File: src/rtl/vtk_pkg.sv
`timescale 1ns / 1ps

package vtk_pkg;

    // field widths of the block's ports
    localparam int REQ_W     = 2;
    localparam int COMP_W    = 16;
    localparam int BOOK_W    = 10;
    localparam int META_W    = 16;
    localparam int STATUS_W  = 3;
    localparam int SCORE_W   = 58;
    localparam int DIMS_W    = 11;
    localparam int HITS_W    = 3;
    localparam int CFG_IDX_W = 2;
    localparam int PEAK_W    = 16;
    // vector length carried with a job, wide enough for the largest buffer plus one
    localparam int JOB_N_W   = 13;
    // numerator of the rounding divide: 2*mag*127 + peak
    localparam int QNUM_W    = 23;
    localparam int QUO_W     = 7;

    // request codes
    localparam logic [REQ_W-1:0] REQ_CLEAR = 2'd0;
    localparam logic [REQ_W-1:0] REQ_ROW   = 2'd1;
    localparam logic [REQ_W-1:0] REQ_QUERY = 2'd2;

    // result status codes
    localparam logic [STATUS_W-1:0] ST_HIT      = 3'd0;
    localparam logic [STATUS_W-1:0] ST_STORED   = 3'd1;
    localparam logic [STATUS_W-1:0] ST_MISMATCH = 3'd2;
    localparam logic [STATUS_W-1:0] ST_FULL     = 3'd3;
    localparam logic [STATUS_W-1:0] ST_NONE     = 3'd4;
    localparam logic [STATUS_W-1:0] ST_CLEARED  = 3'd5;

    // register indexes
    localparam logic [CFG_IDX_W-1:0] CFG_DIMS = 2'd0;
    localparam logic [CFG_IDX_W-1:0] CFG_HITS = 2'd1;

    localparam logic [DIMS_W-1:0] DIMS_RESET = 11'd384;
    localparam logic [HITS_W-1:0] HITS_RESET = 3'd3;

    localparam int QUANT_MAX2 = 254;

    // one finished vector or clear request handed from front to back
    typedef struct packed {
        logic [REQ_W-1:0]   kind;
        logic               ok_len;
        logic [JOB_N_W-1:0] n;
        logic [PEAK_W-1:0]  peak;
        logic [BOOK_W-1:0]  book;
        logic [META_W-1:0]  chapter;
        logic [META_W-1:0]  verse;
    } job_t;

endpackage

File: src/rtl/vtk_job_fifo.sv
`timescale 1ns / 1ps

module vtk_job_fifo (
    input  logic          clk,
    input  logic          rst_n,
    input  logic          push,
    input  vtk_pkg::job_t push_job,
    input  logic          pop,
    output logic          empty,
    output vtk_pkg::job_t head
);
    import vtk_pkg::*;

    job_t       slot_mem [0:1];
    logic       wr_ptr_reg, rd_ptr_reg;
    logic [1:0] fill_reg;

    assign empty = (fill_reg == 2'd0);
    assign head  = slot_mem[rd_ptr_reg];

    // pointers and fill level
    always_ff @(posedge clk or negedge rst_n)
    begin
        if (!rst_n)
        begin
            wr_ptr_reg <= 1'b0;
            rd_ptr_reg <= 1'b0;
            fill_reg   <= 2'd0;
        end
        else
        begin
            if (push)
                wr_ptr_reg <= ~wr_ptr_reg;
            if (pop)
                rd_ptr_reg <= ~rd_ptr_reg;
            if (push && !pop)
                fill_reg <= fill_reg + 2'd1;
            else if (pop && !push)
                fill_reg <= fill_reg - 2'd1;
        end
    end

    // job slots
    always_ff @(posedge clk)
    begin
        if (push)
            slot_mem[wr_ptr_reg] <= push_job;
    end

endmodule

File: config.mk
export PLATFORM = sky130hd
export DESIGN_NAME = vtk_job_fifo
export DESIGN_NICKNAME = d
export VERILOG_FILES = /design/src/rtl/vtk_pkg.sv /design/src/rtl/vtk_job_fifo.sv
export SDC_FILE = /design/constraint.sdc
export NUM_CORES = 1
export LEC_CHECK = 0
export BUFFER_PORTS_ARGS = -buffer_cell sky130_fd_sc_hd__buf_2
export CAP_MARGIN = 5
export CORE_MARGIN = 8
export CORE_UTILIZATION = 35
export DETAILED_ROUTE_END_ITERATION = 7
export PLACE_DENSITY = 0.57
export SYNTH_ARGS = -nofsm -noshare
export SYNTH_HDL_FRONTEND = slang
export SYNTH_SLANG_ARGS = --single-unit
File: constraint.sdc
create_clock -name clk -period 4.5 [get_ports clk]
set_input_delay 0 -clock clk [delete_from_list [all_inputs] [get_ports clk]]
set_output_delay 0 -clock clk [all_outputs]
set_load 0.005 [all_outputs]
==> out/metrics.cfg <==
[route]
ant_nets = 0
vias = 3082
top_layer_used = met4
wl_per_cell_um = 16.35
wl_met2_mm = 5.856
first_pass_iters = 4
wirelength_mm = 11.73
wl_met1_mm = 4.707
drt_iter0_drc = 124
remaining_drc_errors = 0
viasPerCell = 4.298
dr_wl_met3_um = 978

[sta]
fin_setup_tns_ps = 0
final-setup-viol-count = 0
maxSlewHeadroom_pct = 29.03
tightest_slew_ps = 1064
fin_ws_ps = 2002
finalCritPeriodShare_pct = 55.51
fin_skew_ps = 5.232
rsz0062_at_grt = false
clock.fmax_mhz = 400.4
finalHoldViolCount = 0
finalMaxSlewViolations = 0
fin_crit_ps = 2498

[worst_setup_path]
path_class = reg2out
path_max_fanout = 45
max_stage_delay_ps = 920
cp_data_required_time_ps = 4500
endpoint_kind = output pin
crit_buf_inv = 2
cp.arrival_ps = 2500
critPathLaunchType = register
critPathSlowestCell = dfrtp_4
crit_chain = buf_4, mux2_2, buf_2
cp_top_family = flip-flops

[power_and_ir_drop]
leakage_nw = 3.204
power_mw = 4.659
powerDensity_nw_per_um2 = 576.4
ir_drop_uv = 260.6

[clocking]
clock-sinks = 152
cts_max_path_buffers = 2
insertion_delay_ps = 420
clk_pin_slew_ps = 60
cts-root-buf = clkbuf_16
numCtsBuffers = 17
cts_htree_levels = 4
cts_setup_buffers = 0
cts_tree = done

[final_layout]
largest_reg_flops = 148
drive_gt1_share_pct = 51.50
final_common_cell = buf_2
syn_to_final_growth_pct = 41.23
layout_common_cells = buf_2, edfxtp_1, dlygate4sd3_1, mux2_4, mux2_2
num_antenna_cells = 0
utilization_pct = 50.70
nets = 567
finalInstanceArea_um2 = 8083

[floorplan]
die_x_um = 143.9
coreArea_um2 = 15940
io-pin-count = 153
die_y_um = 143.9
rows = 46
die_area_um2 = 20700
start_util_pct = 35.90

[place]
dp_slack_ps = 2377
numPortBuffers = 152
place.gp.congestion = 0.6921
hpwl_mm = 7.129
place_area_um2 = 6718

[synthesis]
syn_nets = 324
synthCells = 245
yosysUniqueCellTypes = 13
avgSynthCellArea_um2 = 23.36
ys_ff_latch = 152
ys_warn_count = 0
netlist_area_um2 = 5723
seq_area_frac_synth_pct = 79.41

[global_route]
grtUsageTotal_pct = 11.68
grt_max_degree = 75
grt_pass1_wl_mm = 18.13
grt_pass1_vias = 3481
antenna_found_initial = 0
grt-ovfl-total = 0

[min_path]
hp-class = in2reg

[status]
status = finished clean

[run]
maxCapViolations = 0

## Yosys cell counts (all sizes together)
cell,instances,share of area [%]
buf,8,1.4
xnor2,1,0.15
nor2b,1,0.11
inv,1,0.066
edfxtp,148,78
dfrtp,4,1.7
ha,1,0.22
mux2,74,18
nor2,2,0.13
and2,1,0.11
xor2,4,0.61
## worst register-to-register path: stages, from the launching register on
cell	delay [ps]
dfrtp_1	430
nor2b_4	770
buf_12	360
## path summary, 6_finish.rpt
| kind | slack [ps] | start | to | cells past startpoint |
|---|---|---|---|---|
| setup / recovery | 2000 | rd_ptr_reg | head[58] | 3 |
| hold / removal | 300 | push_job[70] | slot_mem[0][70] | 2 |
| setup reg to reg | 2570 | wr_ptr_reg | slot_mem[0][58] | 2 |
| hold reg to reg | 470 | fill_reg[1] | fill_reg[1] | 1 |
| max in group asynchronous | 3810 | rst_n | rd_ptr_reg | 3 |
| min in group asynchronous | 490 | rst_n | fill_reg[0] | 3 |
## cell type report
cell class / count / area [µm²]
clock buffer: 18 / 429.2
clock inverter: 14 / 155.1
fill: 1334 / 7860
inverter: 1 / 3.754
multi-input combinational: 84 / 1107
sequential: 152 / 4548
tap: 216 / 270.3
timing repair buffer: 232 / 1569
## cells by family (layout without fill, tap and decap cells)
group                      Yosys count  after routing  synth area share, %
muxes                               74             74                17.84
and+or+nand+nor                      4              4               0.3500
buffers and inverters                9            265                1.421
xor gates and xnor gates             5              5               0.7652
adders and majority gates            1              1               0.2186
DFF                                152            152                79.41
## power breakdown
group	leakage (nW)	total, mW	internal [mW]	switching, mW
Sequential	1.43	2.05	1.89	0.170
Combinational	1.49	1.20	0.702	0.495
Clock	0.277	1.41	0.865	0.542
Total	3.20	4.66	3.45	1.21
## through the flow
step | hold WS [ps] | instances
floorplan | -295.6 | 245
global placement | -191.0 | 607
detailed placement | -190.0 | 607
CTS | 276.7 | 717
global route | 287.8 | 717
finish | 301.6 | 717
## routing by layer
metal | global-route usage, % | vias up
met5 | 0 | -
met4 | 5.313 | 0
met3 | 5.043 | 12
met2 | 19.06 | 108
met1 | 12.98 | 1508
li1 | - | 1454
## timing repair
item,in CTS,in global routing
hold endpoints to repair,155,0
hold buffers,78,0
gates resized for setup,0,0
No activity file was read; power rests on OpenSTA's default activity.
